File: src/hdl/pwltc_pkg.sv
package pwltc_pkg;

  // Field widths fixed by the interface
  localparam int LEVEL_W   = 8;
  localparam int CHAN_W    = 2;
  localparam int KIDX_W    = 4;
  localparam int CFG_W     = 5;
  localparam int CFG_IDX_W = 2;
  localparam int NUMER_W   = 2 * LEVEL_W;

  // Register file and curve limits
  localparam int NUM_CFG       = 3;
  localparam int MIN_KNOTS     = 2;
  localparam int MAX_KNOTS_DEF = 16;
  localparam int CHANNELS_DEF  = 3;

  // Item operations
  localparam logic OP_LOAD = 1'b0;
  localparam logic OP_MAP  = 1'b1;

  // Register indexes
  localparam logic [CFG_IDX_W-1:0] REG_KNOTS_CH0 = 2'd0;
  localparam logic [CFG_IDX_W-1:0] REG_KNOTS_CH1 = 2'd1;
  localparam logic [CFG_IDX_W-1:0] REG_KNOTS_CH2 = 2'd2;

  // One stored knot
  typedef struct packed {
    logic [LEVEL_W-1:0] level_in;
    logic [LEVEL_W-1:0] level_out;
  } knot_t;

  // Divider status toward the controller
  typedef struct packed {
    logic busy;
    logic done;
  } div_status_t;

endpackage

File: src/hdl/pwltc_knot_mem.sv
module pwltc_knot_mem #(
  parameter int DEPTH = 48,
  parameter int AW    = 6
) (
  input  logic              clk,
  input  logic              we,
  input  logic [AW-1:0]     waddr,
  input  pwltc_pkg::knot_t  wdata,
  input  logic [AW-1:0]     raddr,
  output pwltc_pkg::knot_t  rdata
);
  import pwltc_pkg::*;

  knot_t mem [DEPTH];

  // Write one knot, read one knot a cycle with registered data
  always_ff @(posedge clk) begin
    if (we) begin
      mem[waddr] <= wdata;
    end
    rdata <= mem[raddr];
  end

endmodule

File: src/hdl/pwltc_divider.sv
module pwltc_divider (
  input  logic                            clk,
  input  logic                            rst,
  input  logic                            start,
  input  logic [pwltc_pkg::NUMER_W-1:0]   numer,
  input  logic [pwltc_pkg::LEVEL_W-1:0]   denom,
  output logic [pwltc_pkg::LEVEL_W-1:0]   quotient,
  output pwltc_pkg::div_status_t          status
);
  import pwltc_pkg::*;

  localparam int STEP_W = $clog2(LEVEL_W);
  localparam logic [STEP_W-1:0] LAST_STEP = STEP_W'(LEVEL_W - 1);

  logic [LEVEL_W-1:0] rem;
  logic [LEVEL_W-1:0] rem_next;
  logic [LEVEL_W-1:0] shreg;
  logic [LEVEL_W-1:0] den;
  logic [STEP_W-1:0]  step;
  logic               busy;
  logic               done;
  logic [LEVEL_W:0]   trial;
  logic [LEVEL_W:0]   diff;
  logic               ge;

  // One restoring step: shift in the next dividend bit, subtract if it fits
  always_comb begin
    trial    = {rem, shreg[LEVEL_W-1]};
    diff     = trial - {1'b0, den};
    ge       = trial >= {1'b0, den};
    rem_next = ge ? diff[LEVEL_W-1:0] : trial[LEVEL_W-1:0];
  end

  // Sequence the steps
  always_ff @(posedge clk) begin
    if (rst) begin
      busy <= 1'b0;
      done <= 1'b0;
      step <= '0;
    end else begin
      done <= 1'b0;
      if (start) begin
        busy <= 1'b1;
        step <= '0;
      end else if (busy) begin
        step <= step + 1'b1;
        if (step == LAST_STEP) begin
          busy <= 1'b0;
          done <= 1'b1;
        end
      end
    end
  end

  // Upper byte seeds the remainder; quotient bits shift in from the bottom
  always_ff @(posedge clk) begin
    if (start) begin
      rem   <= numer[NUMER_W-1:LEVEL_W];
      shreg <= numer[LEVEL_W-1:0];
      den   <= denom;
    end else if (busy) begin
      rem   <= rem_next;
      shreg <= {shreg[LEVEL_W-2:0], ge};
    end
  end

  assign quotient    = shreg;
  assign status.busy = busy;
  assign status.done = done;

  a_rem_below_den: assert property (@(posedge clk) disable iff (rst)
    busy |-> rem < den)
    else $error("divider remainder not below divisor");

  a_den_nonzero: assert property (@(posedge clk) disable iff (rst)
    busy |-> den > 8'd1)
    else $error("divider running on divisor below two");

  a_start_runs: assert property (@(posedge clk) disable iff (rst)
    start |=> busy && step == '0)
    else $error("divider did not start");

endmodule

File: src/hdl/piecewise_linear_tone_curve.sv
// Channel   Direction  Handshake                 Payload
// item      in         item_valid/item_ready     op, channel, knot_index, knot levels, pixel
// result    out        result_valid/result_ready mapped, out_channel
// cfg       in         cfg_valid/cfg_ready       cfg_index, cfg_data
//
// A load, or a map on a channel at or above CHANNELS, yields no result.
// A map scans up to k knots, one a cycle from the knot memory's single read port, and fills the
// result register from S_DONE on a knot hit or outside the curve, or after S_PREP and S_DIV
// when it interpolates (setup, then a serial divide that forms the quotient one bit at a time).
// Reset clears the controller and result_valid and sets every knot count to two;
// the knot memory holds nothing until loaded. A full result register holds the map in S_DONE.
module piecewise_linear_tone_curve #(
  parameter int MAX_KNOTS = pwltc_pkg::MAX_KNOTS_DEF,
  parameter int CHANNELS  = pwltc_pkg::CHANNELS_DEF
) (
  input  logic                              clk,
  input  logic                              rst,
  input  logic                              item_valid,
  output logic                              item_ready,
  input  logic                              op,
  input  logic [pwltc_pkg::CHAN_W-1:0]      channel,
  input  logic [pwltc_pkg::KIDX_W-1:0]      knot_index,
  input  logic [pwltc_pkg::LEVEL_W-1:0]     knot_level_in,
  input  logic [pwltc_pkg::LEVEL_W-1:0]     knot_level_out,
  input  logic [pwltc_pkg::LEVEL_W-1:0]     pixel,
  output logic                              result_valid,
  input  logic                              result_ready,
  output logic [pwltc_pkg::LEVEL_W-1:0]     mapped,
  output logic [pwltc_pkg::CHAN_W-1:0]      out_channel,
  input  logic                              cfg_valid,
  output logic                              cfg_ready,
  input  logic [pwltc_pkg::CFG_IDX_W-1:0]   cfg_index,
  input  logic [pwltc_pkg::CFG_W-1:0]       cfg_data
);
  import pwltc_pkg::*;

  localparam int DEPTH = CHANNELS * MAX_KNOTS;
  localparam int AW    = (DEPTH > 1) ? $clog2(DEPTH) : 1;
  localparam int KW    = $clog2(MAX_KNOTS);
  localparam logic [7:0] MAXK8 = 8'(MAX_KNOTS);
  localparam logic [7:0] MINK8 = 8'(MIN_KNOTS);
  localparam logic [CHAN_W:0] CHAN_LIM = (CHAN_W+1)'(CHANNELS);

  localparam logic [2:0] S_IDLE   = 3'd0;
  localparam logic [2:0] S_SEARCH = 3'd1;
  localparam logic [2:0] S_PREP   = 3'd2;
  localparam logic [2:0] S_DIV    = 3'd3;
  localparam logic [2:0] S_DONE   = 3'd4;

  logic [2:0]          state;
  logic [2:0]          state_next;
  logic [CFG_W-1:0]    knots_ch0;
  logic [CFG_W-1:0]    knots_ch1;
  logic [CFG_W-1:0]    knots_ch2;
  logic [CHAN_W-1:0]   ch_r;
  logic [LEVEL_W-1:0]  pix_r;
  logic [AW-1:0]       base_r;
  logic [KW-1:0]       last_r;
  logic [KW-1:0]       j;
  knot_t               prev;
  knot_t               cur;
  logic [LEVEL_W-1:0]  res;

  logic                item_acc;
  logic                chan_ok;
  logic [AW-1:0]       in_base;
  logic [7:0]          cnt8;
  logic [7:0]          n8;
  logic [KW-1:0]       in_last;
  logic                mem_we;
  logic [AW-1:0]       waddr;
  knot_t               wdata;
  logic [AW-1:0]       raddr;
  knot_t               rdata;
  logic                div_start;
  logic [NUMER_W-1:0]  numer;
  logic [LEVEL_W-1:0]  dx;
  logic [LEVEL_W-1:0]  quotient;
  div_status_t         div_st;
  logic                res_free;

  // Configuration registers take a write every cycle
  assign cfg_ready = 1'b1;

  always_ff @(posedge clk) begin
    if (rst) begin
      knots_ch0 <= CFG_W'(MIN_KNOTS);
      knots_ch1 <= CFG_W'(MIN_KNOTS);
      knots_ch2 <= CFG_W'(MIN_KNOTS);
    end else if (cfg_valid && cfg_ready) begin
      case (cfg_index)
        REG_KNOTS_CH0: knots_ch0 <= cfg_data;
        REG_KNOTS_CH1: knots_ch1 <= cfg_data;
        REG_KNOTS_CH2: knots_ch2 <= cfg_data;
        default: ;
      endcase
    end
  end

  // Decode the incoming item
  assign item_ready = (state == S_IDLE);
  assign item_acc   = item_valid && item_ready;
  assign chan_ok    = {1'b0, channel} < CHAN_LIM;
  assign in_base    = chan_ok ? AW'(32'(channel) * MAX_KNOTS) : '0;

  // Clamp the knot count of the addressed channel
  always_comb begin
    case (channel)
      REG_KNOTS_CH0: cnt8 = 8'(knots_ch0);
      REG_KNOTS_CH1: cnt8 = 8'(knots_ch1);
      REG_KNOTS_CH2: cnt8 = 8'(knots_ch2);
      default:       cnt8 = MINK8;
    endcase
    if (cnt8 < MINK8) begin
      n8 = MINK8;
    end else if (cnt8 > MAXK8) begin
      n8 = MAXK8;
    end else begin
      n8 = cnt8;
    end
    in_last = KW'(n8 - 8'd1);
  end

  // Knot loads go straight to memory
  assign mem_we = item_acc && (op == OP_LOAD) && chan_ok && (8'(knot_index) < MAXK8);
  assign waddr  = in_base + AW'(knot_index);
  assign wdata  = '{level_in: knot_level_in, level_out: knot_level_out};

  // Issue the first knot on acceptance, then the next knot while one is compared
  always_comb begin
    if (state == S_SEARCH) begin
      raddr = base_r + AW'((j < last_r) ? j + 1'b1 : j);
    end else begin
      raddr = in_base;
    end
  end

  pwltc_knot_mem #(
    .DEPTH (DEPTH),
    .AW    (AW)
  ) u_mem (
    .clk   (clk),
    .we    (mem_we),
    .waddr (waddr),
    .wdata (wdata),
    .raddr (raddr),
    .rdata (rdata)
  );

  // Blend the two surrounding knots: y0*(x1-v) + y1*(v-x0)
  assign dx        = cur.level_in - prev.level_in;
  assign numer     = NUMER_W'(prev.level_out * (cur.level_in - pix_r))
                   + NUMER_W'(cur.level_out * (pix_r - prev.level_in));
  assign div_start = (state == S_PREP);

  pwltc_divider u_div (
    .clk      (clk),
    .rst      (rst),
    .start    (div_start),
    .numer    (numer),
    .denom    (dx),
    .quotient (quotient),
    .status   (div_st)
  );

  assign res_free = !result_valid || result_ready;

  // Controller
  always_comb begin
    state_next = state;
    case (state)
      S_IDLE: begin
        if (item_acc && (op == OP_MAP) && chan_ok) begin
          state_next = S_SEARCH;
        end
      end
      S_SEARCH: begin
        if (rdata.level_in >= pix_r) begin
          if (rdata.level_in == pix_r || j == '0) begin
            state_next = S_DONE;
          end else begin
            state_next = S_PREP;
          end
        end else if (j == last_r) begin
          state_next = S_DONE;
        end
      end
      S_PREP: state_next = S_DIV;
      S_DIV: begin
        if (div_st.done) begin
          state_next = S_DONE;
        end
      end
      S_DONE: begin
        if (res_free) begin
          state_next = S_IDLE;
        end
      end
      default: state_next = S_IDLE;
    endcase
  end

  always_ff @(posedge clk) begin
    if (rst) begin
      state <= S_IDLE;
    end else begin
      state <= state_next;
    end
  end

  // Latch the map and walk the knots
  always_ff @(posedge clk) begin
    case (state)
      S_IDLE: begin
        if (item_acc) begin
          ch_r   <= channel;
          pix_r  <= pixel;
          base_r <= in_base;
          last_r <= in_last;
          j      <= '0;
        end
      end
      S_SEARCH: begin
        if (rdata.level_in >= pix_r) begin
          cur <= rdata;
          res <= rdata.level_out;
        end else begin
          prev <= rdata;
          res  <= rdata.level_out;
          if (j != last_r) begin
            j <= j + 1'b1;
          end
        end
      end
      S_DIV: begin
        if (div_st.done) begin
          res <= quotient;
        end
      end
      default: ;
    endcase
  end

  // Result register: hold until the transaction is taken
  always_ff @(posedge clk) begin
    if (rst) begin
      result_valid <= 1'b0;
    end else if (state == S_DONE && res_free) begin
      result_valid <= 1'b1;
    end else if (result_ready) begin
      result_valid <= 1'b0;
    end
  end

  always_ff @(posedge clk) begin
    if (state == S_DONE && res_free) begin
      mapped      <= res;
      out_channel <= ch_r;
    end
  end

  a_search_bound: assert property (@(posedge clk) disable iff (rst)
    state == S_SEARCH |-> j <= last_r)
    else $error("knot search ran past the last knot");

  a_segment_brackets: assert property (@(posedge clk) disable iff (rst)
    state == S_PREP |-> prev.level_in < pix_r && cur.level_in > pix_r)
    else $error("interpolation segment does not bracket the pixel");

  a_div_owner: assert property (@(posedge clk) disable iff (rst)
    div_st.done |-> state == S_DIV)
    else $error("divider finished outside the divide step");

  a_map_starts: assert property (@(posedge clk) disable iff (rst)
    item_acc && op == OP_MAP && chan_ok |=> state == S_SEARCH && j == '0)
    else $error("accepted map did not start a search");

endmodule

File: config.mk
export PLATFORM = sky130hd
export DESIGN_NAME = piecewise_linear_tone_curve
export DESIGN_NICKNAME = d
export VERILOG_FILES = /design/src/hdl/pwltc_pkg.sv /design/src/hdl/pwltc_knot_mem.sv /design/src/hdl/pwltc_divider.sv /design/src/hdl/piecewise_linear_tone_curve.sv
export SDC_FILE = /design/constraint.sdc
export NUM_CORES = 1
export LEC_CHECK = 0
export BUFFER_PORTS_ARGS = -buffer_cell sky130_fd_sc_hd__clkbuf_2
export CAP_MARGIN = 20
export CORE_MARGIN = 2
export CORE_UTILIZATION = 40
export CTS_CLUSTER_DIAMETER = 60
export CTS_CLUSTER_SIZE = 10
export DETAILED_ROUTE_END_ITERATION = 10
export GPL_ROUTABILITY_DRIVEN = 0
export PLACE_DENSITY = 0.58
export RECOVER_POWER = 25
export SLEW_MARGIN = 20
export SYNTH_ARGS = -nofsm -noshare
export SYNTH_HDL_FRONTEND = slang
export SYNTH_SLANG_ARGS = --single-unit
File: constraint.sdc
create_clock -name clk -period 13.1 [get_ports clk]
set_input_delay 0.655 -clock clk [delete_from_list [all_inputs] [get_ports clk]]
set_output_delay 0.655 -clock clk [all_outputs]
set_load 0.01 [all_outputs]
## Word-level counts from Yosys, hierarchy flattened

Memories as Yosys holds them, arrays and structs flattened. A register that Yosys moved wholly into a read port is not among the register bits.
Cells that the tools add are included.

| storage, ports and cells | value |
|---|---|
| bits in registers | 122 |
| bits in latches | 0 |
| bits in writable memories | 768 |
| ROM bits | 0 |
| logic and storage cells | 125 |
| memories | 1 |

| operators by class | value |
|---|---|
| $add $sub $neg | 11 |
| multiply operators | 2 |
| divide/modulo/power cells | 0 |
| magnitude comparators | 6 |
| eq/ne operators | 19 |
| shifts and indexed selects | 0 |
| mux-type cells | 32 |
| bitwise operators | 3 |
| reduce and logical (&&, ||, !) cells | 28 |

Memory list:

| name | words | bits a word | read ports | clocked after Yosys merged registers in | wr ports | line | RTL |
|---|---|---|---|---|---|---|---|
| u_mem.mem | 48 | 16 | 1 | 1 | 1 | pwltc_knot_mem.sv:14 | `knot_t mem [DEPTH];` |

Operator list:

| kind | count |
|---|---|
| $mux W8 | 6 |
| $mul A9 B9 Y16 | 2 |
| $mux W4 | 5 |
| $mux W3 | 6 |
| $sub A8 B8 Y9 | 2 |
| $add A16 B16 Y16 | 1 |
| $pmux W8 S2 | 1 |
| $sub A8 B8 Y8 | 2 |
| $pmux W3 S5 | 1 |
| $pmux W5 S3 | 1 |
| $reduce_and A2 Y1 | 7 |
| $mux W6 | 2 |
| $ge A9 B8 Y1 | 1 |
| $eq A8 B8 Y1 | 1 |
| $ge A8 B8 Y1 | 1 |
| $mux W1 | 8 |
| $ne A2 B1 Y1 const B | 4 |
| $pmux W4 S2 | 1 |
| $reduce_and A4 Y1 | 2 |
| $reduce_bool A2 Y1 | 4 |
| $add A6 B4 Y6 | 1 |
| $add A6 B5 Y6 | 1 |
| $eq A3 B2 Y1 const B | 2 |
| $eq A3 B3 Y1 const B | 2 |
| other kinds (25) | 37 |

## Logic depth before layout (Yosys ltp)

Gate-level depths: netlist (run 1).

| depth | value |
|---|---|
| depth in word-level cells | 6 |
| gate-level depth with buffers | 31 |
| gate-level depth less buffers | 31 |

## Hierarchy

A second synthesis (run 1) with hierarchy kept.

| second synthesis, totals | value |
|---|---|
| cell total of the unflattened synthesis | 2566 |
| area total of the unflattened synthesis | 41508.6 µm² |

By module, submodules not included:

| module | times used | cells each | area an instance (µm²) | sequential area each (µm²) |
|---|---|---|---|---|
| pwltc_knot_mem | 1 | 1499 | 30300.3 | 23382.4 |
| piecewise_linear_tone_curve | 1 | 914 | 9500.4 | 2482.4 |
| pwltc_divider | 1 | 153 | 1707.9 | 820.8 |

## Worst setup path before layout (run 1)

OpenSTA, ideal clock, no wires.

| path | value |
|---|---|
| path type | register to register |
| from | register pix_r[1] |
| to | register u_div.rem[7], data pin |
| library setup time | 268 ps |
| data arrival time | 7804 ps |
| data required time | 12832 ps |
| setup slack | 5029 ps |
| stages on the path, launching flop included | 30 |
| path buffers | 0 |
| period minus slack after synthesis | 8071 ps |
| path through | edfxtp_1 > inv_1 > ha_1 > nor2b_1 > o21ai_0 > a21oi_1 > o21a_1 > nor2_1 > o21bai_1 > a21oi_1 > mux2_2 > fa_1 > fa_1 > inv_1 > fa_1 > fa_1 > fa_1 > fa_1 > inv_1 > fa_1 > inv_1 > ha_1 > or3_1 > a311o_1 > a31oi_1 > nor2b_1 > o21a_1 > o41ai_1 > xnor2_1 > o22ai_1 |

| on the way | value |
|---|---|
| longest elaborated chain between the ends | 4 |
| elaborated cells between the ends (all ways) | 6 |
| those cells by class | add/sub (3); mul (2); mux (1) |

RTL lines:

| element | line | RTL |
|---|---|---|
| from (decl) | piecewise_linear_tone_curve.sv:56 | `logic [LEVEL_W-1:0] pix_r;` |
| from (signal assigned) | piecewise_linear_tone_curve.sv:217 | `pix_r <= pixel;` |
| $sub A8 B8 Y9 (on tied branches) | piecewise_linear_tone_curve.sv:152, piecewise_linear_tone_curve.sv:153 |  |
| $mul A9 B9 Y16 (on tied branches) | piecewise_linear_tone_curve.sv:152, piecewise_linear_tone_curve.sv:153 |  |
| $add A16 B16 Y16 (*) | piecewise_linear_tone_curve.sv:153 | `+ NUMER_W'(cur.level_out * (pix_r - prev.level_in));` |
| $mux W8 (*) | pwltc_divider.sv:57 | `if (start) begin` |
| to (signal assigned) | pwltc_divider.sv:58 | `rem <= numer[NUMER_W-1:LEVEL_W];` |
| to (signal assigned) | pwltc_divider.sv:62 | `rem <= rem_next;` |
| to (decl) | pwltc_divider.sv:15 | `logic [LEVEL_W-1:0] rem;` |

Every way passes the cells marked *; elsewhere a longest branch is shown, timed or not.
A chain may end at the register's enable or synchronous reset.

## Worst setup path after layout (run 1)

Ends and elaborated chain as after synthesis.

==> impl_results.md, run 1 <==
- Status: complete, but fails checks
- Failing checks: capacitance limit, slew limit
- CP Capture Type: flop
- Sequential fraction of the synthesis area: 0.637
- Max-Cap Viols: 8
- Placed Instance Area: 43900 um2
- Via count: 25300
- EDFF count, synth: roughly 860
- Routed vias/inst: approximately 5.5
- Worst-path clk slew: ~60 ps
- Area growth, synth to finish: 11.7%
- Worst setup margin: between 4000 and 5000 ps
- Hold slack: 183 ps
- Initial Utilization: 0.404
- DR iter-0 viols: 2269
- Core Area: 104000 um2
- Most frequent cells after synthesis: edfxtp_1, nand2_1, inv_1
- DP HPWL: 67300 um
- Final Cell Area: around 47000 um2
- Die height: 328 um
- Cts hold-fix bufs: 0
- Maximum fanout along the worst path: 8
- Sink Count: 902
- Clock tree buffer depth: 3
- Total Wirelength: 108000 um
- Crit share post-route: 0.639
- Cell count after synthesis: approximately 3100
- Critical path class: flop to flop
- DRC errors left: 0
- Startpoint Class: flop
- GRT Total Usage: 0.200
- Syn nets: 3367
- DRT Pass-1 Iters: 7
- Cts repair resizes: 0
- Total grt overflow: 0
- Least-Margin Pin Slew: 2800 ps
- Synth Flop Type: edfxtp_1
- Library cells used by synthesis: 76
- Top cell type's share of synthesized area: 0.617
- First-pass GRT wire length: around 160000 um
- FP Rows: between 100 and 150
- Average wire per standard cell: ~24 um
- Mean Syn Cell Area: 13.6 um2
- Max-slew violations: approximately 390
- Fill count: slightly above 9000
- CP max stage cell: fa_1
- Synthesized area: 41900 um2
- Fraction of registers with async set/reset: 0
- CP max stage delay: ~570 ps
- Share of layout cells above drive strength 1: 0.0922
- CTS Buf Count: 104
- Skew final: 77.4 ps
- Antenna Nets Post-Route: 0
- Warnings from Yosys: 0
- Final Hold Viols: 0
- Clock latency on the worst-skew pair: 710 ps
- Worst path arrival time: 8760 ps
- H-tree Lvls: 3
- CTS tree: done
- I/O Buffers: 54
- Peak Freq: 0.120 GHz
- Most numerous cell in the Yosys netlist: edfxtp_1
- Root Buffer Master: clkbuf_16
- Layout Nets: 3452
- Synthesized flop and latch total: about 900
- Tmin final: 8370 ps
- Top cell type by total area after synthesis: edfxtp_1
- Worst min path class: input pin to flop
- Post-Place Worst Slack: roughly 4800 ps
- RSZ-0062 raised after global routing: false
- Area contributors post-synth: edfxtp_1, fa_1, ha_1, mux2i_1, nand2_1
- Slew HR: -0.864
- Antenna violations before repair: 5
- Setup violators final: 0
- Post-CTS setup buffers: 0
- Largest net degree at the start of global routing: 148
- Setup TNS: 0 ps
- Inserted Diodes: 0
- Worst path most repeated cell: fa_1
- I/O Pins: 56
- Die width: between 300 and 400 um
- Number of global-route vias before repair: roughly 25000
- Critical Path RT: 13490 ps
- Die area: between 100000 and 150000 um2
critical path, delay by kind of cell, from the launching register on:
family / cells / cell delay, ps
flip-flops: 1 / 450
AND/OR/NAND/NOR: 4 / 740
buffers and inverters: 5 / 500
multiplexers: 1 / 360
adder cells (fa/ha/maj): 9 / 3910
AO/OA/AOI/OAI: 10 / 1950
XOR/XNOR: 1 / 180
final timing paths:
kind | startpoint | end | slack [ps] | cells past startpoint
setup / recovery | pix_r[1]$_DFFE_PP_ | u_div.rem[7]$_DFFE_PP_ | 4730 | 30
hold / removal | pixel[7] | pix_r[7]$_DFFE_PP_ | 180 | 1
setup reg to reg | pix_r[1]$_DFFE_PP_ | u_div.rem[7]$_DFFE_PP_ | 4730 | 30
hold reg to reg | ch_r[0]$_DFFE_PP_ | out_channel[0]$_DFFE_PP_ | 410 | 0
sequential cells by signal, indices dropped and copies added, names as in the netlist, 8 cells and up:
| name | count |
|---|---|
| u_mem.rdata | 16 |
| u_mem.mem | 768 |
| cur | 16 |
| u_div.den | 8 |
| prev | 16 |
| u_div.rem | 8 |
| u_div.quotient | 8 |
| pix_r | 8 |
| res | 8 |
| mapped | 8 |
through the flow:
step | util | cells
after floorplan | - | 3073
after global placement | 0.423 | 4430
final | 0.451 | 4570
after detailed placement | 0.423 | 4432
after global routing | 0.451 | 4570
after CTS | 0.451 | 4570
cell type report:
class / instances / area, um2 / share of cell area
sequential: 902 / 26700 / 0.570
multi-input combinational: 1821 / 13900 / 0.296
clock buffer: 124 / 2690 / 0.0574
tap: 1380 / 1730 / 0.0369
timing repair buffer: 148 / 947 / 0.0202
inverter: 181 / 679 / 0.0145
clock inverter: 14 / 228 / 0.00486
cell families (layout without fill, tap and decap cells):
kind of cell / after synthesis / count (layout) / synth area share
DFF: 902 / 902 / 0.637
muxes: 165 / 165 / 0.0399
buffers and inverters: 350 / 467 / 0.0351
AOI/OAI and AO/OA: 585 / 585 / 0.0952
xor gates and xnor gates: 47 / 47 / 0.00982
other: 1 / 1 / 0.0000894
and+or+nand+nor: 772 / 772 / 0.0885
adders and majority gates: 251 / 251 / 0.0950
routing by layer:
layer | share of wire | vias to the layer above | track usage
li1 | - | 11600 | -
met5 | 0.00050 | - | 0
met1 | 0.43 | 12800 | 0.273
met4 | 0.021 | 8 | 0.0532
met3 | 0.058 | 135 | 0.0284
met2 | 0.49 | 744 | 0.337
layout by cell type (no fill, tap or decap), types with 51 or more instances in the layout:
cell type  instances
a21oi_1          170
nand3_1           51
and2_1            61
mux2i_1          148
ha_1             139
nand2_1          323
edfxtp_1         862
nor2_1           115
clkbuf_16        104
buf_4             84
inv_1            181
a211oi_1         105
o22ai_1           63
and3_1            87
fa_1             112
Power of run 1 is not shown: default switching activity piles up to over one toggle a cycle in this logic, so the estimate is an artifact.
==> inputs of run 2 (changes only) <==
Settings changed: PLACE_DENSITY 0.58 to 0.6.
Clock period 13.1 ns to 7.2 ns, I/O delays scaled along.
==> run 2 against run 1 <==
The flow finishes with violations (capacitance limit, slew limit, setup timing). Register-to-register slack got worse by 5200 ps. Highest routed layer unchanged. Worst setup slack got worse by 5200 ps. Clock skew decreased by 30 ps.
==> impl_results.md, run 2 (synthesis gave the netlist of run 1 again) <==
- Layout Nets: approximately 3500
- DP HPWL: 68500 um
- Startpoint Class: flop
- GRT Total Usage: 0.203
- Status: complete, but fails checks
- Final Hold Viols: 0
- Via count: 25900
- DRT Pass-1 Iters: 5
- Commonest non-fill, non-tap cells in the layout: edfxtp_1, nand2_1, inv_1
- Inserted Diodes: 0
- Failing checks: capacitance limit, slew limit, setup timing
- Core Area: 104000 um2
- Critical path class: flop to flop
- Max-Cap Viols: 12
- CTS tree: done
- Top delay family on crit path: adder cells
- Skew final: 47.3 ps
- I/O Buffers: 54
- Clock tree buffer depth: 3
- Share of layout cells above drive strength 1: 0.125
- Worst setup margin: -473 ps
- Non-Filler Instances: about 4700
- Slew HR: -0.832
- Die width: 328 um
- CP max stage cell: fa_1
- CTS Buf Count: 107
- Total Wirelength: 110000 um
- Least-Margin Pin Slew: 2750 ps
- Worst-path clk slew: ~50 ps
- Clock latency on the worst-skew pair: 700 ps
- Max FFs per register: between 700 and 800
- DP Cell Count: 4494
- Most common cell after layout, fill and taps aside: edfxtp_1
- Hold slack: approximately 74 ps
- Worst min path class: input pin to flop
- Crit share post-route: 1.07
- Worst path arrival time: just over 8000 ps
- Area growth, synth to finish: 14.3%
- H-tree Lvls: 3
- Critical Path RT: 7580 ps
- First-pass GRT wire length: 164000 um
- Tmin final: 7670 ps
- Maximum fanout along the worst path: 3
- Peak Freq: ~0.13 GHz
- I/O Pins: 56
- Initial Utilization: 0.404
- Routed vias/inst: 5.54
- Sink Count: 902
- CP max stage delay: 550 ps
- Die area: 107000 um2
- DR iter-0 viols: 2453
- Average wire per standard cell: between 20 and 25 um
- Antenna violations before repair: 8
- Largest reg by FF count: u_mem.mem
- DRC errors left: 0
- FP Rows: 118
- Die height: between 300 and 400 um
- Total grt overflow: 0
- Buf+Inv Stages, Crit Path: 4
- Placed Instance Area: 44500 um2
- Worst path most repeated cell: fa_1
- Largest net degree at the start of global routing: roughly 140
- Root Buffer Master: clkbuf_16
- Antenna Nets Post-Route: 0
- Max-slew violations: 588
- Number of global-route vias before repair: ~25000
- CP Capture Type: flop
- Setup violators final: 5
- Final Cell Area: around 48000 um2
- RSZ-0062 raised after global routing: true
## run 2: changes by cell type in the layout (fill, tap and decap cells not counted), sizes merged
cell         delta
buf            +75
dlygate4sd3    +13
clkbuf          +3
inv             +3
bufinv          -1
clkinvlp        +1
## run 2: layout make-up
| cell class | instances | area, um2 |
|---|---|---|
| repair buffers | 236 | 1700 |
| fillers | 9090 | 55900 |
| multi-input cells | 1821 | 14100 |
| clock inverters | 17 | 231 |
| well taps | 1380 | 1730 |
| flip-flops and latches | 902 | 26700 |
| clock buffers | 127 | 2830 |
| inverters | 181 | 679 |
## run 2: worst paths after layout
| check | from | end | slack, ps | cells past startpoint |
|---|---|---|---|---|
| min | result_ready | result_valid$_SDFFE_PP0P_ | 70 | 4 |
| max | pix_r[1]$_DFFE_PP_ | u_div.rem[7]$_DFFE_PP_ | -470 | 29 |
| min reg2reg | res[6]$_DFFE_PP_ | mapped[6]$_DFFE_PP_ | 430 | 0 |
| max reg2reg | pix_r[1]$_DFFE_PP_ | u_div.rem[7]$_DFFE_PP_ | -470 | 29 |
## run 2: metrics by stage
step / utilization / TNS [ps] / setup slack, ps
2_1_floorplan: - / -463 / -292
3_3_place_gp: 0.429 / -1170 / -493
3_5_place_dp: 0.429 / -1250 / -503
4_1_cts: 0.460 / -1010 / -465
5_1_grt: 0.462 / -2850 / -768
6_report: 0.462 / -1410 / -473
## run 2: worst reg2reg max path: cells and delay by family, from the launching register on
kind | cells | cell delay [ps]
compound gates | 10 | 1750
xor+xnor | 1 | 170
fa+ha+maj | 9 | 3840
buf+inv | 4 | 270
flops | 1 | 430
mux | 1 | 320
simple gates | 4 | 640
## run 2: repair_timing
item / CTS / global route
pin swaps: 11 / 11
setup buffers: 7 / 7
hold buffers: 13 / 0
resized for setup: 13 / 21
hold endpoints to repair: 21 / 0
setup endpoints to repair: 5 / 6
## run 2: per-layer routing
layer / share of wire / vias to the layer above / global-route usage
li1: - / 11800 / -
met1: 0.43 / 13100 / 0.277
met2: 0.49 / 758 / 0.337
met3: 0.052 / 176 / 0.0272
met4: 0.029 / 10 / 0.0671
met5: 0.00068 / - / 0
Power of run 2 is left out for the same reason.
